==> src/rtl/core/affine_matrix_multiply_core_defines.svh <==
// ---------------------------------------------------------------------------
// Assertion macros for the affine matrix multiply core
// Shared property forms, clocked on clk and disabled while rst is high.
// ---------------------------------------------------------------------------
`ifndef AFFINE_MATRIX_MULTIPLY_CORE_DEFINES_SVH
`define AFFINE_MATRIX_MULTIPLY_CORE_DEFINES_SVH

// Same-cycle implication.
`define AMM_ASSERT_NOW(label, cause, effect) \
  label: assert property (@(posedge clk) disable iff (rst) (cause) |-> (effect)) \
    else $error("amm: same-cycle check failed");

// Next-cycle implication.
`define AMM_ASSERT_NEXT(label, cause, effect) \
  label: assert property (@(posedge clk) disable iff (rst) (cause) |=> (effect)) \
    else $error("amm: next-cycle check failed");

`endif

==> src/rtl/core/amm_pkg.sv <==
// ---------------------------------------------------------------------------
// amm_pkg
// Types and codes shared by the affine matrix multiply core.
// ---------------------------------------------------------------------------
package amm_pkg;

  localparam int ROWS      = 4;
  localparam int COLS      = 3;
  localparam int Q_W       = 32;
  localparam int FRAC_BITS = 16;
  localparam int PROD_W    = 2 * Q_W;
  localparam int SHP_W     = PROD_W - FRAC_BITS;
  localparam int SUM_W     = SHP_W + 2;

  localparam logic       OP_LOAD = 1'b0;
  localparam logic       OP_MUL  = 1'b1;
  localparam logic [1:0] ROW_POS = 2'd3;

  localparam logic [Q_W-1:0] Q_MAX = {1'b0, {(Q_W-1){1'b1}}};
  localparam logic [Q_W-1:0] Q_MIN = {1'b1, {(Q_W-1){1'b0}}};

  typedef struct packed {
    logic                  op;
    logic [1:0]            row_index;
    logic signed [Q_W-1:0] in_x;
    logic signed [Q_W-1:0] in_y;
    logic signed [Q_W-1:0] in_z;
  } req_t;

  typedef struct packed {
    logic [1:0]            out_row;
    logic signed [Q_W-1:0] out_x;
    logic signed [Q_W-1:0] out_y;
    logic signed [Q_W-1:0] out_z;
    logic                  overflow;
  } rsp_t;

  // Row of B, component 0 is x.
  typedef logic [COLS-1:0][Q_W-1:0] b_row_t;
  typedef b_row_t [ROWS-1:0]        b_mat_t;

  typedef struct packed {
    logic load;
    logic valid;
  } stage_ctl_t;

  typedef struct packed {
    logic [1:0]                        row;
    b_row_t                            pos;
    logic [COLS*COLS-1:0][PROD_W-1:0]  prod;
  } mul_t;

  typedef struct packed {
    logic [1:0]                  row;
    logic [COLS-1:0][SUM_W-1:0]  sum;
  } acc_t;

endpackage

==> src/rtl/core/amm_bank.sv <==
// ---------------------------------------------------------------------------
// amm_bank
// Register file holding the four rows of matrix B.
// ---------------------------------------------------------------------------
module amm_bank (
  input  logic            clk,
  input  logic            wr_en,
  input  logic [1:0]      wr_row,
  input  amm_pkg::b_row_t wr_data,
  output amm_pkg::b_mat_t bmat
);

  amm_pkg::b_mat_t mem;

  always_ff @(posedge clk) begin
    if (wr_en) begin
      mem[wr_row] <= wr_data;
    end
  end

  assign bmat = mem;

endmodule

==> config.mk <==
export PLATFORM = sky130hd
export DESIGN_NAME = amm_bank
export DESIGN_NICKNAME = d
export VERILOG_FILES = /design/src/rtl/core/affine_matrix_multiply_core_defines.svh /design/src/rtl/core/amm_pkg.sv /design/src/rtl/core/amm_bank.sv
export SDC_FILE = /design/constraint.sdc
export NUM_CORES = 1
export LEC_CHECK = 0
export BUFFER_PORTS_ARGS = -buffer_cell sky130_fd_sc_hd__clkbuf_2
export CORE_AREA = 2 2 187 189
export CTS_BUF_LIST = sky130_fd_sc_hd__clkbuf_8
export DETAILED_ROUTE_END_ITERATION = 10
export DIE_AREA = 0 0 189 191
export MAX_ROUTING_LAYER = met4
export SETUP_SLACK_MARGIN = 0.1
export SKIP_LAST_GASP = 1
export SLEW_MARGIN = 20
export SYNTH_ARGS = -nofsm -noshare
export SYNTH_HDL_FRONTEND = slang
export SYNTH_SLANG_ARGS = --single-unit
==> constraint.sdc <==
create_clock -name clk -period 6.6 [get_ports clk]
set_input_delay 0.66 -clock clk [delete_from_list [all_inputs] [get_ports clk]]
set_output_delay 0.66 -clock clk [all_outputs]
set_load 0.005 [all_outputs]
Word level (Yosys, flattened, before mapping):

Index checks and enable logic that the tools add are counted.

* flip-flop bits (word level): 384
* input port bits: 100
* output and inout bits: 384
* logic and storage cells: 18

* $lt $le $gt $ge: 2
* mux-type cells: 3
* reduce and logical (&&, ||, !) cells: 1

Operator list (count)
* $bwmux 384: 1
* $demux 96 s2: 1
* $mux 96: 1
* $lt 2x3->1 const B: 1
* $ge 2x1->1 const B: 1
* $logic_and 1x1->1: 1

Depth between registers and ports, before layout:

* word-level depth: 5
* depth in mapped cells: 1
* gate-level depth less buffers: 1

Worst setup path after synthesis:

OpenSTA, ideal clock, no wires.

* kind: input-to-reg
* start: input port wr_row[1]
* end: register mem (netlist bit bmat[0]), enable pin
* arrival time: 4.362 ns
* required time: 6.067 ns
* path slack: 1.705 ns
* stages: 1
* cell sequence: nor3b_2

RTL lines
* from (decl): RTL line amm_bank.sv:8 `input logic [1:0] wr_row,`
* to (signal, indexed assignment): RTL line amm_bank.sv:17 `mem[wr_row] <= wr_data;`
* to (decl): RTL line amm_bank.sv:13 `amm_pkg::b_mat_t mem;`

==> run_results.csv <==
group,metric,value,unit
finish,drive_gt1_frac,0.578,
yosys,ys_top_cells_by_count,"edfxtp_1 (384), and3b_1 (2), and3_2 (1), nor3b_2 (1)",
setup_path,required,6800,ps
placement,place.gp.congestion,0.790,
floorplanning,die_width,189,µm
outcome,status,"finished, final reports clean",
yosys,synth.distinct_cells,4,
route,drt_wl_total,26200,µm
yosys,yosys.area.top_type_share,0.997,
yosys,yosys_most_used_dff,"edfxtp_1",
finish,nFillCells,2977,
power,leakage,0.00620,µW
yosys,synth_edf_count,384,
floorplanning,start_util,0.339,
floorplanning,ios,484,
yosys,synthesis.nets,488,
floorplanning,die_h,191,µm
global_route,antenna_found_initial,2,
sta,setup_violations,0,
route,wl_per_cell,18.2,µm
yosys,synth_cells,388,
clock_network,cts_sinks,384,
clock_network,path_clk_slew,60,ps
global_route,grt_pass1_vias,6014,
clock_network,htree_num_levels,2,
yosys,yosys-top-cells-area,"edfxtp_1 (100%), and3b_1 (0.15%), nor3b_2 (0.11%)",
yosys,yosysSeqAreaShare,0.997,
finish,largest_reg_flops,384,
global_route,grt_overflow,0,
clock_network,ctsResizeCount,0,
floorplanning,die-area,36100,µm²
placement,placed_cell_area,14600,µm²
sta,maxSlewViolCount,0,
yosys,ys_warn_count,0,
setup_path,path_class,"primary input to register",
global_route,grt_start_max_net_pins,57,
route,vias,6033,
sta,rsz0062_at_grt,"false",
setup_path,critPathCaptureType,"register",
route,drt_pre_antenna_iters,6,
clock_network,hold_buffers,0,
finish,area_growth,35.9,%
finish,design_area,15700,µm²
setup_path,cp_data_arrival_time,2440,ps
finish,instances_no_fill,1437,
yosys,syn_area_per_cell,29.8,µm²
yosys,synth_top_cell_by_area,"edfxtp_1",
setup_path,cp_max_fo,49,
placement,io_buffers,483,
yosys,synth-async-reset-ratio,0,
clock_network,numCtsBuffers,58,
finish,fin_nets,1036,
sta,worstMarginPinSlew,887,ps
placement,hpwl,17500,µm
yosys,synthesis.area,11600,µm²
clock_network,tritoncts,"done",
sta,clock.fmax,446,MHz
sta,period_share,0.339,
floorplanning,num_rows,68,
clock_network,cts_root_buf,"clkbuf_8",
clock_network,post_cts_buffers,0,
floorplanning,core_area,34100,µm²
power,power_density,313,nW/µm²
sta,final.setup.tns,0,ps
setup_path,critPathMaxStageDelay,870,ps
placement,dpl.cell_count,1331,
sta,min_period,2240,ps
global_route,grtUsageTotal,0.141,
yosys,ys_seq_elements,384,
setup_path,cp-start-kind,"primary input",
flow_run,maxCapViolCount,0,
route,drc,0,
clock_network,cts.path.max_buffers,3,
min_path,hold_path.class,"primary input to register",
setup_path,worstPathCellList,"clkbuf_2, and3b_4, buf_4",
route,first_iter_violations,385,
setup_path,cpMaxStageDelayCell,"and3b_4",
sta,relSlewSlack,0.409,
route,ant_nets,0,
sta,hold_viol,0,
power,peakVddDrop,0.180,mV
yosys,synthMostInstantiatedCell,"edfxtp_1",
global_route,grt_pass1_wl,36600,µm
power,power,4920,µW
route,vias_per_cell,4.20,
[worst max-delay path, delay by kind of cell]
family | cells | cell delay (ps)
buffers and inverters | 2 | 810
AND/OR/NAND/NOR | 1 | 870
[worst paths after layout]
path                   startpoint        end  depth (start not counted)
worst min-delay path  wr_data[68]  bmat[260]                          1
worst max-delay path    wr_row[1]  bmat[185]                          3
[cells by family after synthesis]
family,after synthesis,share of synthesized area
simple gates,4,0.00324
flops,384,0.997
[layer usage]
layer,GRT usage,part of all wire,up-vias
met5,-,0,-
met4,0.0571,0.025,0
met3,0.0455,0.090,56
met2,0.224,0.49,362
met1,0.166,0.39,2903
li1,-,-,2712
[through the flow]
stage	util	hold WS [ps]	setup slack, ps
after floorplan	-	759	1700
after global placement	0.428	879	3720
after detailed placement	0.428	882	3720
after CTS	0.461	219	4340
after global routing	0.461	239	4240
final	0.461	288	4360
[area by class of cell]
cell class,count,area (µm²),share of cell area
clock buffers,59,812,0.0516
multi-input cells,4,55.1,0.00350
repair buffers,488,2450,0.156
well taps,455,569,0.0362
flip-flops and latches,384,11500,0.733
diodes,2,5.00,0.000318
clock inverters,45,295,0.0188
[placed cells by master (no fill, tap or decap)]
cell and n:
and3b_4 2, nor3b_4 1, clkbuf_8 59, and3_4 1, edfxtp_1 384, buf_4 5, diode_2 2, clkinv_1 14
clkbuf_2 483, clkinv_2 8, clkinvlp_4 3, inv_1 16, bufinv_16 4
[where the power goes]
group | internal (µW) | total [µW] | switching, µW
Combinational | 91.4 | 229 | 138
Sequential | 2820 | 2840 | 29.6
Clock | 987 | 1840 | 855
No activity file was read; power rests on OpenSTA's default activity.
