==> src/rtl/core/affine_matrix_multiply_core_defines.svh <==
// ---------------------------------------------------------------------------
// Assertion macros for the affine matrix multiply core
// Shared property forms, clocked on clk and disabled while rst is high.
// ---------------------------------------------------------------------------
`ifndef AFFINE_MATRIX_MULTIPLY_CORE_DEFINES_SVH
`define AFFINE_MATRIX_MULTIPLY_CORE_DEFINES_SVH

// Same-cycle implication.
`define AMM_ASSERT_NOW(label, cause, effect) \
  label: assert property (@(posedge clk) disable iff (rst) (cause) |-> (effect)) \
    else $error("amm: same-cycle check failed");

// Next-cycle implication.
`define AMM_ASSERT_NEXT(label, cause, effect) \
  label: assert property (@(posedge clk) disable iff (rst) (cause) |=> (effect)) \
    else $error("amm: next-cycle check failed");

`endif

==> src/rtl/core/amm_pkg.sv <==
// ---------------------------------------------------------------------------
// amm_pkg
// Types and codes shared by the affine matrix multiply core.
// ---------------------------------------------------------------------------
package amm_pkg;

  localparam int ROWS      = 4;
  localparam int COLS      = 3;
  localparam int Q_W       = 32;
  localparam int FRAC_BITS = 16;
  localparam int PROD_W    = 2 * Q_W;
  localparam int SHP_W     = PROD_W - FRAC_BITS;
  localparam int SUM_W     = SHP_W + 2;

  localparam logic       OP_LOAD = 1'b0;
  localparam logic       OP_MUL  = 1'b1;
  localparam logic [1:0] ROW_POS = 2'd3;

  localparam logic [Q_W-1:0] Q_MAX = {1'b0, {(Q_W-1){1'b1}}};
  localparam logic [Q_W-1:0] Q_MIN = {1'b1, {(Q_W-1){1'b0}}};

  typedef struct packed {
    logic                  op;
    logic [1:0]            row_index;
    logic signed [Q_W-1:0] in_x;
    logic signed [Q_W-1:0] in_y;
    logic signed [Q_W-1:0] in_z;
  } req_t;

  typedef struct packed {
    logic [1:0]            out_row;
    logic signed [Q_W-1:0] out_x;
    logic signed [Q_W-1:0] out_y;
    logic signed [Q_W-1:0] out_z;
    logic                  overflow;
  } rsp_t;

  // Row of B, component 0 is x.
  typedef logic [COLS-1:0][Q_W-1:0] b_row_t;
  typedef b_row_t [ROWS-1:0]        b_mat_t;

  typedef struct packed {
    logic load;
    logic valid;
  } stage_ctl_t;

  typedef struct packed {
    logic [1:0]                        row;
    b_row_t                            pos;
    logic [COLS*COLS-1:0][PROD_W-1:0]  prod;
  } mul_t;

  typedef struct packed {
    logic [1:0]                  row;
    logic [COLS-1:0][SUM_W-1:0]  sum;
  } acc_t;

endpackage

==> src/rtl/core/amm_acc.sv <==
// ---------------------------------------------------------------------------
// amm_acc
// Second stage: drop each product's fraction, sum per component, add position on row 3.
// ---------------------------------------------------------------------------
module amm_acc (
  input  logic                clk,
  input  logic                rst,
  input  amm_pkg::stage_ctl_t ctl,
  input  amm_pkg::mul_t       mul,
  output logic                valid,
  output amm_pkg::acc_t       data
);

  amm_pkg::acc_t data_next;
  logic signed [amm_pkg::SUM_W-1:0] term;
  logic signed [amm_pkg::SUM_W-1:0] total;

  always_comb begin
    data_next.row = mul.row;
    term  = '0;
    total = '0;
    for (int c = 0; c < amm_pkg::COLS; c++) begin
      // Position row adds B's position entry as is.
      if (mul.row == amm_pkg::ROW_POS) begin
        total = $signed({{(amm_pkg::SUM_W-amm_pkg::Q_W){mul.pos[c][amm_pkg::Q_W-1]}},
                         mul.pos[c]});
      end else begin
        total = '0;
      end
      for (int k = 0; k < amm_pkg::COLS; k++) begin
        // Keep the high bits: arithmetic shift right by the fraction width.
        term = $signed({{(amm_pkg::SUM_W-amm_pkg::SHP_W)
                         {mul.prod[k*amm_pkg::COLS+c][amm_pkg::PROD_W-1]}},
                        mul.prod[k*amm_pkg::COLS+c][amm_pkg::PROD_W-1:amm_pkg::FRAC_BITS]});
        total = total + term;
      end
      data_next.sum[c] = total;
    end
  end

  always_ff @(posedge clk) begin
    if (rst) begin
      valid <= 1'b0;
    end else if (ctl.load) begin
      valid <= ctl.valid;
    end
  end

  always_ff @(posedge clk) begin
    if (ctl.load) begin
      data <= data_next;
    end
  end

endmodule

==> config.mk <==
export PLATFORM = sky130hd
export DESIGN_NAME = amm_acc
export DESIGN_NICKNAME = d
export VERILOG_FILES = /design/src/rtl/core/affine_matrix_multiply_core_defines.svh /design/src/rtl/core/amm_pkg.sv /design/src/rtl/core/amm_acc.sv
export SDC_FILE = /design/constraint.sdc
export NUM_CORES = 1
export LEC_CHECK = 0
export ABC_AREA = 1
export BUFFER_PORTS_ARGS = -buffer_cell sky130_fd_sc_hd__clkbuf_2
export CAP_MARGIN = 25
export CORE_AREA = 2 2 323 325
export DETAILED_ROUTE_END_ITERATION = 10
export DIE_AREA = 0 0 325 327
export PLACE_DENSITY = 0.5
export SKIP_CTS_REPAIR_TIMING = 1
export SLEW_MARGIN = 40
export SYNTH_ARGS = -nofsm -noshare
export SYNTH_HDL_FRONTEND = slang
export SYNTH_SLANG_ARGS = --single-unit
==> constraint.sdc <==
create_clock -name clk -period 4.8 [get_ports clk]
set_clock_uncertainty 0.05 [all_clocks]
set_input_delay 0.96 -clock clk [delete_from_list [all_inputs] [get_ports clk]]
set_output_delay 0.96 -clock clk [all_outputs]
set_load 0.02 [all_outputs]
======== Word level (Yosys, flattened, before mapping) ========
Cells that the tools add are included.
storage, ports and cells
  bits in registers ....................... 153
  input bits .............................. 678
  output and inout port bits .............. 153
cells by class
  add/sub/neg operators ................... 9
  equality and inequality tests ........... 1
  muxes and demuxes ....................... 3
operator list
  operator              count
  $add A50 B48 Y50      9
  $mux W50              3
  $eq A2 B2 Y1 const B  1

======== Longest topological paths before layout ========
  word-level depth ........................ 5
  depth in mapped cells ................... 20
  gate-level depth less buffers ........... 18

======== Worst setup path after synthesis ========
No wires, ideal clock.
  path type ............................... input-to-reg
  from .................................... input mul[672] (netlist name)
  to ...................................... register data[149] (netlist name) (data pin)
  arrival ................................. 3.728 ns
  slack ................................... 0.769 ns
  stages .................................. 16
  buffers on the path ..................... 1
  path through ............................ nand2_1 inv_2 clkbuf_1 nand2_1 inv_1 fa_1 ha_1 nand2_1 nor2_1 inv_1 nor2_1 nand2_1 nor2_1 nand2_1 nand4_1 nand2_1
RTL lines
  what                  line           source
  start, declared       amm_acc.sv:9   input amm_pkg::mul_t mul,
  end signal, assigned  amm_acc.sv:51  data <= data_next;
  end, declared         amm_acc.sv:11  output amm_pkg::acc_t data

==> results.md <==
- Outcome: finished, final reports clean
- TritonCTS clock tree: built
- Number of nets in the layout: around 5.9k
- Worst slew slack as a fraction of its limit: 55.75%
- Relative area change from synthesis to final layout: 22.14%
- Area leader, netlist: sky130_fd_sc_hd__fa_1
- Most common cell in the netlist: sky130_fd_sc_hd__inv_1
- Antenna violations before repair: 14
- Required time of the critical path: 5010 ps
- Portion of the clock cycle consumed by the worst path in the final layout: 82.30%
- Cell variety after synth: 31
- Area inside the core boundary: 0.1029 mm2
- Remaining global-route overflow: 0
- Final Hold Viols: 0
- Gp weighted congestion: between 0.9 and 1
- Wire length of the first global-routing pass: 151.4 mm
- Final worst slack: around 850 ps
- Aggregate routed wire length: ~100 mm
- Total clock buffers created by CTS: 17
- Number of top-level pins: a little over 800
- Worst voltage drop across the vdd grid: 0.0002580 V
- Setup tns final: 0 ps
- Layout fillers: roughly 12k
- Initial DRT Pass Iterations: 5
- Worst slew pin tran: 663.7 ps
- Synth warnings: 0
- Setup repair after global routing missed its margin: no
- P per Cell Area: roughly 390 mW/mm2
- Fraction of synthesis flops using an asynchronous set or reset pin: 0%
- Mean Syn Cell Area: approximately 6.6 um2
- Vias per Instance: approximately 4.0
- Die outline width: about 330 um
- Fraction of the core area covered by cells at the end of the flow: a little under a third
- Leak: 19.98 nW
- Number of endpoints failing setup at the final stage: 0
- DRT iter0 DRCs: between 1k and 1.5k
- Via count of the routed design: 24.98k
- Vias in the first global route: between 20k and 30k
- Max-cap check violation count: 0
- Classification of the worst setup path: in -> reg
- Synthesized instance count: approximately 4.1k
- Internal reg-to-reg setup slack: about 4200 ps
- Number of slew-limit violations in the final report: 0
- Total half-perimeter wirelength after legalization and detailed placement: around 92 mm
- Clock Root Buffer: sky130_fd_sc_hd__clkbuf_16
- Filler-free cell count of the finished design: between 6k and 7k
- Fraction of final layout cells with drive strength greater than 1: about a fifth
- Total global routing track utilization: between 15 and 20%
- Leading post-synthesis cells by cell area: sky130_fd_sc_hd__fa_1, sky130_fd_sc_hd__inv_1, sky130_fd_sc_hd__nand2_1
- Maximum buffer depth of the clock tree: 2
- Clock transition at the registers of the reported paths: approximately 60 ps
- Proportion of synthesized chip area in sequential cells: between 15 and 20%
- Tightest hold margin: approximately 450 ps
- Post-synth EDFFs: between 150 and 200
- Post-detailed-route count of antenna-violating nets: 0
- Arrival @ worst endpoint: 4160 ps
- Worst Hold Class: reg -> reg
- Flops & latches, synth: approximately 150
- Source-to-sink clock delay at the later pin of the worst-skew pair: 500 ps
- Wire length per cell after detailed routing: between 15 and 20 um
- Count of input and output buffers: 686
- Std cell rows: 118
- Mapped Area: between 0.02 and 0.03 mm2
- Top-area cell type share of the netlist area: around 22%
- Most used DFF post-synth: sky130_fd_sc_hd__edfxtp_1
- Commonest cells in the netlist: sky130_fd_sc_hd__inv_1, sky130_fd_sc_hd__nand2_1, sky130_fd_sc_hd__fa_1, sky130_fd_sc_hd__nor2_1, sky130_fd_sc_hd__edfxtp_1
- Max Freq: 253.1 MHz
- Min cycle time layout: about 4000 ps
- Starting density of the core: between 20 and 30%
- Die footprint: approximately 0.11 mm2
- Worst setup slack after placement: ~330 ps
- Number of placed instances, taps included: about 6k
- # clock sinks: approximately 150
- Largest driver fanout on the critical path: 3
- H-tree depth: 4
- Crit. End Element: register
- Die Y-Extent: roughly 330 um
- Post-Synthesis Net Count: around 5.2k
- Number of remaining DRC errors: 0
- Startpoint types: input port
- Maximum number of pins on one net before global-route repair: 72
stage by stage:
| step | power (W) | area [um2] |
|---|---|---|
| 6_report | 0.01271 | 32580 |
| 5_1_grt | 0.01394 | 32570 |
| 4_1_cts | 0.01293 | 32570 |
| 3_5_place_dp | 0.01138 | 32010 |
| 3_3_place_gp | 0.01140 | 32010 |
| 2_1_floorplan | 0.008123 | 26670 |
power breakdown:
| part | leakage (nW) | total (W) | internal [W] | switching [W] |
|---|---|---|---|---|
| Clock | 0.269 | 0.00143 | 0.000682 | 0.000752 |
| Combinational | 18.2 | 0.00876 | 0.00278 | 0.00598 |
| Sequential | 1.49 | 0.00252 | 0.00229 | 0.000230 |
critical path: stages:
cell and delay (ps):
sky130_fd_sc_hd__clkbuf_2 120, sky130_fd_sc_hd__inv_1 60, sky130_fd_sc_hd__fa_1 530, sky130_fd_sc_hd__inv_1 50
sky130_fd_sc_hd__fa_1 590, sky130_fd_sc_hd__ha_1 330, sky130_fd_sc_hd__fa_1 510, sky130_fd_sc_hd__nand2_1 110
sky130_fd_sc_hd__nand2_1 70, sky130_fd_sc_hd__nand3_1 100, sky130_fd_sc_hd__nand2_2 110, sky130_fd_sc_hd__nand2_1 90
sky130_fd_sc_hd__nand3_2 170, sky130_fd_sc_hd__nand2_1 180, sky130_fd_sc_hd__nand2_1 70, sky130_fd_sc_hd__nand2_1 50
sky130_fd_sc_hd__nand2_1 50
cells by family (layout without fill, tap and decap cells):
family,Yosys count,in the layout,synth area share (%)
buffers and inverters,1401,2130,19.73
and+or+nand+nor,1892,1892,29.75
DFF,153,153,17.19
adders and majority gates,438,438,28.74
AOI/OAI and AO/OA,98,98,1.998
xor gates and xnor gates,78,78,2.561
other,0,3,0
muxes,1,1,0.03753
layer usage:
layer / wire [um] / vias up / GRT usage [%]
met4: 1372 / 16 / 3.794
met5: 104 / - / 0
met3: 6353 / 76 / 4.741
li1: - / 12930 / -
met2: 46500 / 607 / 31.77
met1: 46900 / 11360 / 25.46
path summary, 6_finish.rpt:
kind | from | endpoint | cells past startpoint
min reg2reg | valid | valid | 2
max reg2reg | valid | valid | 2
max | mul[145] | data[141] | 17
min | valid | valid | 2
sequential cells by signal, summed over array words and instances (netlist names):
| signal | cells |
|---|---|
| data | 152 |
| valid | 1 |
cells in the final DEF, fill, tap and decap left out, types with 3 or more instances in the layout:
| master | synthesis | final |
|---|---|---|
| sky130_fd_sc_hd__clkbuf_2 | 2 | 685 |
| sky130_fd_sc_hd__xor2_1 | 78 | 78 |
| sky130_fd_sc_hd__o21bai_1 | 11 | 11 |
| sky130_fd_sc_hd__a21oi_1 | 82 | 82 |
| sky130_fd_sc_hd__nand4_1 | 34 | 34 |
| sky130_fd_sc_hd__inv_2 | 21 | 20 |
| sky130_fd_sc_hd__clkinv_4 | 0 | 3 |
| sky130_fd_sc_hd__edfxtp_1 | 152 | 152 |
| sky130_fd_sc_hd__buf_4 | 0 | 18 |
| sky130_fd_sc_hd__nor2_1 | 224 | 224 |
| sky130_fd_sc_hd__nor3_1 | 12 | 12 |
| sky130_fd_sc_hd__fa_1 | 291 | 291 |
| sky130_fd_sc_hd__nor2_4 | 10 | 10 |
| sky130_fd_sc_hd__nor2_2 | 77 | 77 |
| sky130_fd_sc_hd__nand2_2 | 55 | 55 |
| sky130_fd_sc_hd__clkbuf_16 | 0 | 17 |
| sky130_fd_sc_hd__nand2_1 | 1323 | 1323 |
| sky130_fd_sc_hd__inv_8 | 0 | 3 |
| sky130_fd_sc_hd__nand3_2 | 12 | 12 |
| sky130_fd_sc_hd__buf_12 | 0 | 4 |
| sky130_fd_sc_hd__inv_6 | 0 | 6 |
| sky130_fd_sc_hd__nor4_1 | 4 | 4 |
| sky130_fd_sc_hd__a21o_1 | 3 | 3 |
| sky130_fd_sc_hd__ha_1 | 147 | 147 |
| sky130_fd_sc_hd__inv_1 | 1369 | 1369 |
| sky130_fd_sc_hd__diode_2 | 0 | 3 |
| sky130_fd_sc_hd__nand3_1 | 124 | 124 |
| sky130_fd_sc_hd__nand2_4 | 3 | 3 |
| sky130_fd_sc_hd__nor3_2 | 6 | 6 |
final cells by class:
type | instances | area (um2) | share of cell area (%)
Multi-Input combinational cell | 2507 | 16820 | 51.65
Clock inverter | 14 | 127.6 | 0.3918
Tap cell | 1380 | 1727 | 5.301
Sequential cell | 153 | 4584 | 14.07
Timing Repair Buffer | 708 | 3655 | 11.22
Clock buffer | 18 | 429.2 | 1.317
Antenna cell | 3 | 7.507 | 0.02305
Inverter | 1390 | 5220 | 16.02
Note: power is estimated with default switching activity, not from simulation.
