[src/rtl/core/affine_matrix_multiply_core_defines.svh]
// ---------------------------------------------------------------------------
// Assertion macros for the affine matrix multiply core
// Shared property forms, clocked on clk and disabled while rst is high.
// ---------------------------------------------------------------------------
`ifndef AFFINE_MATRIX_MULTIPLY_CORE_DEFINES_SVH
`define AFFINE_MATRIX_MULTIPLY_CORE_DEFINES_SVH

// Same-cycle implication.
`define AMM_ASSERT_NOW(label, cause, effect) \
  label: assert property (@(posedge clk) disable iff (rst) (cause) |-> (effect)) \
    else $error("amm: same-cycle check failed");

// Next-cycle implication.
`define AMM_ASSERT_NEXT(label, cause, effect) \
  label: assert property (@(posedge clk) disable iff (rst) (cause) |=> (effect)) \
    else $error("amm: next-cycle check failed");

`endif

[src/rtl/core/amm_pkg.sv]
// ---------------------------------------------------------------------------
// amm_pkg
// Types and codes shared by the affine matrix multiply core.
// ---------------------------------------------------------------------------
package amm_pkg;

  localparam int ROWS      = 4;
  localparam int COLS      = 3;
  localparam int Q_W       = 32;
  localparam int FRAC_BITS = 16;
  localparam int PROD_W    = 2 * Q_W;
  localparam int SHP_W     = PROD_W - FRAC_BITS;
  localparam int SUM_W     = SHP_W + 2;

  localparam logic       OP_LOAD = 1'b0;
  localparam logic       OP_MUL  = 1'b1;
  localparam logic [1:0] ROW_POS = 2'd3;

  localparam logic [Q_W-1:0] Q_MAX = {1'b0, {(Q_W-1){1'b1}}};
  localparam logic [Q_W-1:0] Q_MIN = {1'b1, {(Q_W-1){1'b0}}};

  typedef struct packed {
    logic                  op;
    logic [1:0]            row_index;
    logic signed [Q_W-1:0] in_x;
    logic signed [Q_W-1:0] in_y;
    logic signed [Q_W-1:0] in_z;
  } req_t;

  typedef struct packed {
    logic [1:0]            out_row;
    logic signed [Q_W-1:0] out_x;
    logic signed [Q_W-1:0] out_y;
    logic signed [Q_W-1:0] out_z;
    logic                  overflow;
  } rsp_t;

  // Row of B, component 0 is x.
  typedef logic [COLS-1:0][Q_W-1:0] b_row_t;
  typedef b_row_t [ROWS-1:0]        b_mat_t;

  typedef struct packed {
    logic load;
    logic valid;
  } stage_ctl_t;

  typedef struct packed {
    logic [1:0]                        row;
    b_row_t                            pos;
    logic [COLS*COLS-1:0][PROD_W-1:0]  prod;
  } mul_t;

  typedef struct packed {
    logic [1:0]                  row;
    logic [COLS-1:0][SUM_W-1:0]  sum;
  } acc_t;

endpackage

[src/rtl/core/amm_sat.sv]
// ---------------------------------------------------------------------------
// amm_sat
// Last stage: clamp each sum to 32 bits and hold the result item.
// ---------------------------------------------------------------------------
module amm_sat (
  input  logic                clk,
  input  logic                rst,
  input  amm_pkg::stage_ctl_t ctl,
  input  amm_pkg::acc_t       acc,
  output logic                valid,
  output amm_pkg::rsp_t       data
);

  amm_pkg::rsp_t data_next;
  logic [amm_pkg::COLS-1:0][amm_pkg::Q_W-1:0] clamped;
  logic [amm_pkg::COLS-1:0] ovf;
  logic [amm_pkg::SUM_W-amm_pkg::Q_W:0] top;

  always_comb begin
    top = '0;
    for (int c = 0; c < amm_pkg::COLS; c++) begin
      top = acc.sum[c][amm_pkg::SUM_W-1:amm_pkg::Q_W-1];
      // Fits when all bits above the result sign agree with it.
      if ((top == '0) || (top == '1)) begin
        ovf[c]     = 1'b0;
        clamped[c] = acc.sum[c][amm_pkg::Q_W-1:0];
      end else begin
        ovf[c]     = 1'b1;
        clamped[c] = acc.sum[c][amm_pkg::SUM_W-1] ? amm_pkg::Q_MIN : amm_pkg::Q_MAX;
      end
    end
    data_next.out_row  = acc.row;
    data_next.out_x    = clamped[0];
    data_next.out_y    = clamped[1];
    data_next.out_z    = clamped[2];
    data_next.overflow = |ovf;
  end

  always_ff @(posedge clk) begin
    if (rst) begin
      valid <= 1'b0;
    end else if (ctl.load) begin
      valid <= ctl.valid;
    end
  end

  always_ff @(posedge clk) begin
    if (ctl.load) begin
      data <= data_next;
    end
  end

endmodule

[config.mk]
export PLATFORM = sky130hd
export DESIGN_NAME = amm_sat
export DESIGN_NICKNAME = d
export VERILOG_FILES = /design/src/rtl/core/affine_matrix_multiply_core_defines.svh /design/src/rtl/core/amm_pkg.sv /design/src/rtl/core/amm_sat.sv
export SDC_FILE = /design/constraint.sdc
export NUM_CORES = 1
export LEC_CHECK = 0
export ABC_AREA = 1
export BUFFER_PORTS_ARGS = -buffer_cell sky130_fd_sc_hd__buf_2
export CORE_MARGIN = 8
export CORE_UTILIZATION = 47
export CTS_CLUSTER_DIAMETER = 40
export DETAILED_ROUTE_END_ITERATION = 16
export GPL_TIMING_DRIVEN = 0
export PLACE_DENSITY_LB_ADDON = 0.12
export SLEW_MARGIN = 20
export SYNTH_ARGS = -nofsm -noshare
export SYNTH_HDL_FRONTEND = slang
export SYNTH_SLANG_ARGS = --single-unit
[constraint.sdc]
create_clock -name clk -period 2.6 [get_ports clk]
set_clock_uncertainty 0.05 [all_clocks]
set_input_delay 0.52 -clock clk [delete_from_list [all_inputs] [get_ports clk]]
set_output_delay 0.52 -clock clk [all_outputs]
set_load 0.02 [all_outputs]
Word-level counts from Yosys, hierarchy flattened
Index checks and enable logic that the tools add are counted.
{"block": "totals", "output_inout_bits": 100, "register_bits": 100, "input_bits": 156}
{"block": "classes", "n_mux": 9, "n_reduce_logical": 7, "eq_ne": 3}
{"cell": "two-way mux 32 bit", "n": 6}
{"cell": "equality test 19 bit (second input constant)", "n": 3}
{"cell": "logical NOT 19 bit", "n": 3}
{"cell": "logical OR 1 bit", "n": 3}
{"cell": "two-way mux 1 bit", "n": 3}
{"cell": "OR reduction 3 bit", "n": 1}

Logic depth before layout (Yosys ltp)
Gate-level depths: netlist (run 1).
{"block": "depth", "word_depth": 4, "mapped_depth": 9, "ltp_nobuf": 8}

Least setup slack after synthesis (run 1)
No wires, ideal clock.
{"block": "synth_path", "path_type": "input to register", "start": "in acc[131] (netlist name)", "end": "reg data[10] (netlist name), data pin", "arrival_ns": 1.277, "t_required_ns": 2.298, "path_stages": 6, "setup_time_ns": 0.252, "path_buffers": 1, "path_slack_ns": 1.020, "cell_sequence": "or2_1 -> nor2_1 -> nand3_2 -> nand3_2 -> buf_6 -> nand2_1"}
{"item": "start: declaration", "line": "amm_sat.sv:9", "rtl": "input amm_pkg::acc_t acc,"}
{"item": "end signal: assignment", "line": "amm_sat.sv:49", "rtl": "data <= data_next;"}
{"item": "end: declaration", "line": "amm_sat.sv:11", "rtl": "output amm_pkg::rsp_t data"}

Final worst setup path (run 1)
{"block": "layout_path", "start": "reg data[21] (netlist name)", "end": "out data[21] (netlist name)"}
No word-level cell between the ends.

==> reports/qor.csv, run 1 <==
metric,value,unit
outcome,"complete, no violations",
sequential fraction of the synthesis area,68.0,%
height of the chip,113,um
vias in the first global route,3861,
Buf/Inv on CP,1,
Period minus WS final,1.51,ns
"Cell Chain, Critical Path",buf_2,
Max VDD drop,0.308,mV
share of the synthesized area in the top cell type,67.5,%
CTS max path bufs,2,
CTS Hold Bufs,0,
Max Freq,663,MHz
final worst-path cycle share,58.0,%
CP top delay family,flip-flops,
share of layout cells above drive strength 1,44.0,%
Syn Nets,568,
Area growth syn-to-layout,37.6,%
Synth warnings,0,
"area leader, netlist",edfxtp_1,
DRT Pass-1 Iters,4,
worst min path class,input port to register,
Tot GR Track Use,18.6,%
# Post-CTS Setup Buffers,0,
overall routed net length,12200,um
Fin Hold WS,0.238,ns
ys flop type,edfxtp_1,
number of remaining DRC errors,0,
Site Rows,35,
clock tree from TritonCTS,built,
max cap viols,0,
Post-synth EDFFs,99,
maximum level of the CTS H-tree,3,
Power Dens Cells,581,nW/um^2
routability congestion estimate,0.748,
final setup violation count,0,
input/output buffers,255,
I/O pin total,256,
cell area after synthesis,4400,sq um
Synth Register Bits,100,
DR vias,3672,
hpwl dp,9780,um
# nets final,835,
pre-CTS setup slack,0.791,ns
die area,12700,sq um
initial antenna violation count,1,
RSZ-0062 raised after global routing,false,
Critical Path Sink Type,output pin,
Avg WL per Cell,15.3,um
Clock Latency Late Sink,0.36,ns
first-pass GRT wire length,18500,um
crit path kind,register to output pin,
Worst-path clk slew,0.11,ns
Unique masters post-synth,17,
Critical Path AT,0.94,ns
total grt overflow,0,
clock tree root buffer cell,clkbuf_8,
post-route setup slack,1.09,ns
antenna-violating nets left,0,
Initial Util,48.1,%
Iter 0 DRT Violations,228,
data required time of the critical path,2.03,ns
"Slew Viols, Final",0,
CP startpoint kind,register,
clock buffer count from CTS,9,
crit path max fanout,1,
most frequent cell after synthesis,nand2_1,
Vias/cell,4.61,
Mapped Avg Cell Area,10.7,sq um
final hold viol count,0,
leakage,2.81,nW
gate count of the mapped netlist,412,
largest net degree at the start of global routing,58,
Slowest cell on crit path,edfxtp_1,
Post-synth top cells,"nand2_1 (216), edfxtp_1 (99), nor2_1 (41)",
Synth async-reset ratio,0,%
Post-CTS Resized,0,
Final Core Density,66.2,%
clk sink count,100,
core area,9150,sq um
slowest cell delay on critical path,0.40,ns
Die Span X,113,um
"top cells by area, synth","edfxtp_1 (68%), nand2_1 (18%), buf_6 (3.8%), nor2_1 (3.5%), nand3_2 (1.4%)",
Worst slew margin,71.5,%
Worst Tran Pin Value,0.427,ns
==> cells in the final DEF (no fill, tap or decap) <==
| master | netlist | final |
|---|---|---|
| buf_2 | 0 | 254 |
| nand2_1 | 216 | 216 |
| edfxtp_1 | 99 | 99 |
| nor2_1 | 41 | 41 |
| buf_6 | 15 | 16 |
| clkbuf_8 | 0 | 9 |
| nand4_1 | 6 | 6 |
| inv_1 | 6 | 6 |
| or2_1 | 6 | 6 |
| nand3_2 | 6 | 6 |
| nand3_1 | 4 | 4 |
| buf_4 | 3 | 3 |
| inv_6 | 0 | 3 |
| nor2_2 | 2 | 2 |
| nand2_4 | 2 | 2 |
| dlygate4sd3_1 | 2 | 2 |
| clkinvlp_4 | 0 | 2 |
| diode_2 | 0 | 1 |
| nand2_2 | 1 | 1 |
| clkbuf_1 | 1 | 1 |
| mux2i_1 | 1 | 1 |
| bufinv_16 | 0 | 1 |
| clkinv_4 | 0 | 1 |
| buf_16 | 0 | 1 |
| dfxtp_1 | 1 | 1 |
==> worst paths after layout <==
check                              start       end  slack (ns)  cells after the start
worst max-delay path            data[21]  data[21]        1.09                      1
worst min-delay path                 rst     valid        0.24                      2
worst max register to register     valid     valid        1.96                      2
worst min register to register     valid     valid        0.46                      2
==> per-layer routing <==
metal | global-route usage, % | vias up | share of wire, %
li1 | - | 1875 | -
met1 | 19.1 | 1615 | 37
met2 | 33.0 | 161 | 51
met3 | 6.92 | 21 | 9.7
met4 | 8.36 | 0 | 2.6
met5 | 0 | - | 0
==> cells by family (layout without fill, tap and decap cells) <==
group                  after synthesis  after routing  synth area share [%]
AND/OR/NAND/NOR                    284            284                  26.4
flip-flops                         100            100                  68.0
buffers and inverters               27            299                  5.40
multiplexers                         1              1                 0.227
other                                0              1                     0
==> registers in the layout (all words and copies together) (netlist names) <==
name	flops
data	99
valid	1
==> final cells by class <==
type | count | area, sq um
tap | 111 | 139
clock buffer | 9 | 124
clock inverter | 7 | 80.1
fill | 789 | 3100
antenna | 1 | 2.50
buffer | 21 | 215
inverter | 6 | 22.5
multi-input combinational | 285 | 1170
sequential | 100 | 2990
timing repair buffer | 256 | 1310
==> power breakdown <==
part           internal, mW  leakage, nW  switching [mW]
Clock                 0.457       0.0969           0.567
Combinational         0.211         1.73           0.343
Sequential             1.91        0.977          0.0301
Total                  2.58         2.81           0.940
==> metrics by stage <==
| stage | instances | power [mW] | setup TNS [ns] | area, sq um |
|---|---|---|---|---|
| after global routing | 796 | 3.65 | 0 | 6060 |
| after global placement | 778 | 2.52 | -0.0276 | 5820 |
| after floorplan | 412 | 2.23 | 0 | 4400 |
| after detailed placement | 779 | 2.54 | 0 | 5850 |
| final | 796 | 3.52 | 0 | 6060 |
| after CTS | 795 | 3.55 | 0 | 6050 |
(Power assumes the default switching activity.)
==> inputs of run 2 (changes only) <==
--- a/config.mk
+++ b/config.mk
@@ -8,7 +8,7 @@
 export ABC_AREA = 1
 export BUFFER_PORTS_ARGS = -buffer_cell sky130_fd_sc_hd__buf_2
 export CORE_MARGIN = 8
-export CORE_UTILIZATION = 47
+export CORE_UTILIZATION = 44
 export CTS_CLUSTER_DIAMETER = 40
 export DETAILED_ROUTE_END_ITERATION = 16
 export GPL_TIMING_DRIVEN = 0
==> constraint.sdc (replaced) <==
create_clock -name clk -period 1.4 [get_ports clk]
set_clock_uncertainty 0.05 [all_clocks]
set_input_delay 0.28 -clock clk [delete_from_list [all_inputs] [get_ports clk]]
set_output_delay 0.28 -clock clk [all_outputs]
set_load 0.02 [all_outputs]
==> run 2 against run 1 <==
Non-clock buffer count grew 1; sequential cell count is the same; sequential power grew 86%; die area grew 5.8%; worst setup slack lost 0.98 ns; cell area grew 0.21%; utilization shrank 3.8 points; register-to-register slack lost 1.2 ns; total power grew 81%; clock power grew 70%.
==> reports/qor.csv, run 2 (synthesis gave the netlist of run 1 again) <==
metric,value,unit,change
die area,13500,sq um,was 12700 sq um
Avg WL per Cell,15.1,um,was 15.3 um
biggest regs,"data (99), valid (1)",,unchanged
DRT Pass-1 Iters,5,,was 4
max cap viols,0,,unchanged
Vias/cell,4.53,,was 4.61
first-pass GRT wire length,18300,um,was 18500 um
Period minus WS final,1.29,ns,
final worst-path cycle share,92.3,%,
FF-to-FF setup slack,0.76,ns,was 1.96 ns
Clock Latency Late Sink,0.36,ns,about the same
Clock Power Share,27.2,%,was 29.1%
Initial Util,45.2,%,was 48.1%
share of layout cells above drive strength 1,43.9,%,was 44.0%
Biggest register,data,,unchanged
maximum level of the CTS H-tree,3,,unchanged
Die Span X,116,um,was 113 um
clock tree from TritonCTS,built,,unchanged
terminus of the critical flop-to-flop path,valid,,unchanged
DR vias,3708,,was 3672
Tot GR Track Use,17.8,%,was 18.6%
number of remaining DRC errors,0,,unchanged
largest net degree at the start of global routing,76,,was 58
Critical Path Sink,data[55],,was data[21]
CP startpoint,data[55],,was data[21]
switching share of power,27.6,%,was 26.7%
slowest cell delay on critical path,0.42,ns,was 0.40 ns
Worst path depth,1,,unchanged
Finished Layout Cells,818,,was 796
vias in the first global route,3818,,was 3861
max reg flops,99,,unchanged
Flop pwr share,56.6,%,was 55.1%
Max Freq,774,MHz,
final hold viol count,0,,unchanged
# nets final,836,,was 835
reg2reg start,valid,,unchanged
initial antenna violation count,1,,unchanged
"Cell Chain, Critical Path",buf_2,,unchanged
Worst-path clk slew,0.10,ns,was 0.11 ns
Iter 0 DRT Violations,165,,was 228
Max VDD drop,0.475,mV,was 0.308 mV
I/O pin total,256,,unchanged
CP top delay family,flip-flops,,unchanged
ant diodes,0,,was 1
hpwl dp,9920,um,was 9780 um
input/output buffers,255,,unchanged
antenna-violating nets left,0,,unchanged
Critical Path AT,0.96,ns,was 0.94 ns
overall routed net length,12400,um,was 12200 um
Worst Tran Pin Value,0.379,ns,was 0.427 ns
CP startpoint kind,register,,unchanged
most frequent cells in the layout,"buf_2 (254), nand2_1 (216), edfxtp_1 (99), nor2_1 (41), buf_6 (16)",,unchanged
leakage,2.80,nW,was 2.81 nW
Slowest cell on crit path,edfxtp_1,,unchanged
R2R depth,2,,unchanged
Worst slew margin,74.7,%,was 71.5%
dpl cells,801,,was 779
CTS max path bufs,2,,unchanged
routability congestion estimate,0.801,,was 0.748
RSZ-0062 raised after global routing,false,,unchanged
height of the chip,116,um,was 113 um
outcome,"complete, no violations",,unchanged
clock tree root buffer cell,clkbuf_8,,unchanged
clock buffer count from CTS,9,,unchanged
crit path kind,register to output pin,,unchanged
net switching power,1.76,mW,was 940 uW
Buf/Inv on CP,1,,unchanged
Gate power share,16.2,%,was 15.7%
"Slew Viols, Final",0,,unchanged
Fin Hold WS,0.0358,ns,was 0.238 ns
Area growth syn-to-layout,37.9,%,was 37.6%
clk sink count,100,,unchanged
core area,9730,sq um,was 9150 sq um
data required time of the critical path,1.07,ns,was 2.03 ns
total grt overflow,0,,unchanged
crit path max fanout,1,,unchanged
"commonest non-fill, non-tap cell in the layout",buf_2,,unchanged
Power Dens Cells,1050,nW/um^2,was 581 nW/um^2
final setup violation count,0,,unchanged
worst min path class,input port to register,,unchanged
Critical Path Sink Type,output pin,,unchanged
P_int,4.61,mW,was 2.58 mW
Site Rows,36,,was 35
==> run 2: layout make-up <==
class                      instances  area [sq um]
buffer                            21           215
clock buffer                       9           124
tap                              133           166
multi-input combinational        285          1170
fill                             849          3660
sequential                       100          2990
inverter                           6          22.5
timing repair buffer             257          1320
clock inverter                     7          57.6
==> run 2: worst min path at each step <==
| stage | endpoint | from | cells after the start |
|---|---|---|---|
| after floorplan | valid | rst | 1 |
| after global placement | valid | rst | 2 |
| after detailed placement | valid | rst | 2 |
| after CTS | data[98] | acc[151] | 1 |
| after global routing | data[97] | acc[150] | 1 |
| final | data[98] | acc[151] | 1 |
==> run 2: stage by stage <==
| stage | cell area [sq um] | worst slack [ns] | setup TNS, ns | utilization, % | power [mW] |
|---|---|---|---|---|---|
| floorplan | 4400 | 0.0603 | 0 | - | 4.14 |
| global placement | 5840 | -1.02 | -108.18 | 60.1 | 4.69 |
| detailed placement | 5880 | -0.179 | -13.77 | 60.4 | 4.72 |
| CTS | 6070 | 0.0937 | 0 | 62.4 | 6.44 |
| global route | 6070 | 0.0791 | 0 | 62.4 | 6.62 |
| finish | 6070 | 0.107 | 0 | 62.4 | 6.37 |
==> run 2: per-layer routing <==
metal	vias up	share of wire (%)	GRT usage, %
li1	1881	-	-
met1	1643	36	18.4
met2	163	50	31.7
met3	19	12	7.24
met4	2	1.4	6.31
met5	-	0.10	0
==> run 2: timing repair <==
| action | 4_1_cts | 5_1_grt |
|---|---|---|
| endpoints found under the hold margin | 1 | 0 |
| gates resized for setup | 0 | 0 |
| endpoints found under the setup margin | 0 | 0 |
| setup buffers | 0 | 0 |
| hold buffers | 1 | 0 |
==> run 2: power by group through the flow <==
stage	clock, mW	sequential (mW)	combinational (mW)
2_1_floorplan	0	3.99	0.156
3_3_place_gp	0	3.67	1.02
3_5_place_dp	0	3.67	1.05
4_1_cts	1.78	3.60	1.05
5_1_grt	1.87	3.63	1.12
6_report	1.73	3.60	1.03
==> inputs of run 3 (changes only) <==
--- a/config.mk
+++ b/config.mk
@@ -12,6 +12,7 @@
 export CTS_CLUSTER_DIAMETER = 40
 export DETAILED_ROUTE_END_ITERATION = 16
 export GPL_TIMING_DRIVEN = 0
+export HOLD_SLACK_MARGIN = 0.12
 export PLACE_DENSITY_LB_ADDON = 0.12
 export SLEW_MARGIN = 20
 export SYNTH_ARGS = -nofsm -noshare
==> run 3 against run 2 <==
Global-route usage grew 0.65 points; combinational power grew 9.7%; worst setup slack lost 0.0021 ns; via count grew 5.7%; routed wire length grew 3.4%.
==> reports/qor.csv, run 3 (synthesis gave the netlist of run 1 again) <==
metric,value,unit,change
core area,9730,sq um,unchanged
Iter 0 DRT Violations,195,,was 165
Critical Path Sink Type,output pin,,unchanged
post-route setup slack,0.105,ns,was 0.107 ns
pre-CTS setup slack,-0.179,ns,unchanged
Critical Path AT,0.96,ns,about the same
Clock Latency Late Sink,0.36,ns,about the same
worst min path class,input port to register,,unchanged
FF-to-FF setup slack,0.74,ns,was 0.76 ns
Initial Util,45.2,%,unchanged
RSZ-0062 raised after global routing,false,,unchanged
Period minus WS final,1.29,ns,about the same
slowest cell delay on critical path,0.42,ns,about the same
final setup violation count,0,,unchanged
largest net degree at the start of global routing,76,,unchanged
max reg flops,99,,unchanged
leakage,2.97,nW,was 2.80 nW
Power Dens Cells,996,nW/um^2,was 1050 nW/um^2
Avg WL per Cell,14.9,um,was 15.1 um
R2R depth,2,,unchanged
CP startpoint kind,register,,unchanged
routability congestion estimate,0.801,,unchanged
DRT Pass-1 Iters,8,,was 5
hpwl dp,9920,um,unchanged
Tot Pwr,6.46,mW,was 6.37 mW
I/O pin total,256,,unchanged
final worst-path cycle share,92.5,%,was 92.3%
Post-CTS Resized,0,,unchanged
Site Rows,36,,unchanged
# Post-CTS Setup Buffers,0,,unchanged
Max Freq,772,MHz,was 774 MHz
input/output buffers,255,,unchanged
CTS Hold Bufs,42,,was 1
"Cell Chain, Critical Path",buf_2,,unchanged
CTS max path bufs,2,,unchanged
crit path kind,register to output pin,,unchanged
number of remaining DRC errors,0,,unchanged
CP top delay family,flip-flops,,unchanged
clk sink count,100,,unchanged
Area growth syn-to-layout,47.2,%,was 37.9%
maximum level of the CTS H-tree,3,,unchanged
Die Span X,116,um,unchanged
ant diodes,0,,unchanged
die area,13500,sq um,unchanged
crit path max fanout,1,,unchanged
"Slew Viols, Final",0,,unchanged
overall routed net length,12800,um,was 12400 um
share of layout cells above drive strength 1,41.5,%,was 43.9%
antenna-violating nets left,0,,unchanged
first-pass GRT wire length,19200,um,was 18300 um
clock tree root buffer cell,clkbuf_8,,unchanged
Worst Tran Pin Value,0.384,ns,was 0.379 ns
data required time of the critical path,1.07,ns,about the same
clock tree from TritonCTS,built,,unchanged
Buf/Inv on CP,1,,unchanged
total grt overflow,0,,unchanged
# nets final,877,,was 836
Critical Path Sink,data[55],,unchanged
Vias/cell,4.56,,was 4.53
terminus of the critical flop-to-flop path,valid,,unchanged
Max VDD drop,0.482,mV,was 0.475 mV
clock buffer count from CTS,9,,unchanged
Slowest cell on crit path,edfxtp_1,,unchanged
"commonest non-fill, non-tap cell in the layout",buf_2,,unchanged
CP startpoint,data[55],,unchanged
height of the chip,116,um,unchanged
biggest regs,"data (99), valid (1)",,unchanged
Worst slew margin,74.4,%,was 74.7%
outcome,"complete, no violations",,unchanged
most frequent cells in the layout,"buf_2 (254), nand2_1 (216), edfxtp_1 (99), dlygate4sd3_1 (44), nor2_1 (41)",,"was buf_2 (254), nand2_1 (216), edfxtp_1 (99), nor2_1 (41), buf_6 (16)"
Tot GR Track Use,18.4,%,was 17.8%
Worst-path clk slew,0.10,ns,about the same
Worst path depth,1,,unchanged
final hold viol count,0,,unchanged
Biggest register,data,,unchanged
DR vias,3919,,was 3708
max cap viols,0,,unchanged
initial antenna violation count,1,,unchanged
vias in the first global route,4054,,was 3818
reg2reg start,valid,,unchanged
[run 3: cell types whose count changed in the layout (fill, tap and decap cells not counted)]
| cell | delta |
|---|---|
| dlygate4sd3_1 | +41 |
[run 3: layout make-up]
type / count / area, sq um
repair buffers: 298 / 1730
clock buffers: 9 / 124
well taps: 133 / 166
fillers: 788 / 3250
multi-input cells: 285 / 1170
inverters: 6 / 22.5
flip-flops and latches: 100 / 2990
plain buffers: 21 / 215
clock inverters: 7 / 57.6
[run 3: per-stage QoR]
step	cells	TNS, ns	hold slack [ns]	cell area [sq um]	utilization [%]
floorplan	412	0	0.302	4400	-
global placement	800	-108.18	0.386	5840	60.1
detailed placement	801	-13.77	0.397	5880	60.4
CTS	859	0	0.120	6480	66.6
global route	859	0	0.121	6480	66.6
finish	859	0	0.136	6480	66.6
[run 3: how the worst min path moves through the flow]
stage | from | endpoint | slack, ns | cells after the start
2_1_floorplan | rst | valid | 0.30 | 1
3_3_place_gp | rst | valid | 0.39 | 2
3_5_place_dp | rst | valid | 0.40 | 2
4_1_cts | acc[102] | data[3] | 0.12 | 3
5_1_grt | acc[70] | data[53] | 0.12 | 3
6_report | acc[68] | data[51] | 0.14 | 3
[run 3: layer usage]
| metal | vias up | part of all wire (%) | global-route usage [%] |
|---|---|---|---|
| met3 | 21 | 11 | 6.67 |
| li1 | 1961 | - | - |
| met1 | 1756 | 36 | 19.3 |
| met2 | 179 | 51 | 33.0 |
| met4 | 2 | 1.7 | 7.00 |
| met5 | - | 0.10 | 0 |
[run 3: tightest hold or removal path: cells and delay by family]
kind / cells / cell delay (ns)
buffers and inverters: 1 / 0.08
AND/OR/NAND/NOR: 2 / 0.08
[run 3: power breakdown]
group          switching [mW]  leakage (nW)  internal (mW)  total, mW
combinational           0.662          1.91          0.468       1.13
clock                    1.05        0.0833          0.672       1.72
sequential             0.0576         0.977           3.55       3.60
total                    1.77          2.97           4.69       6.46
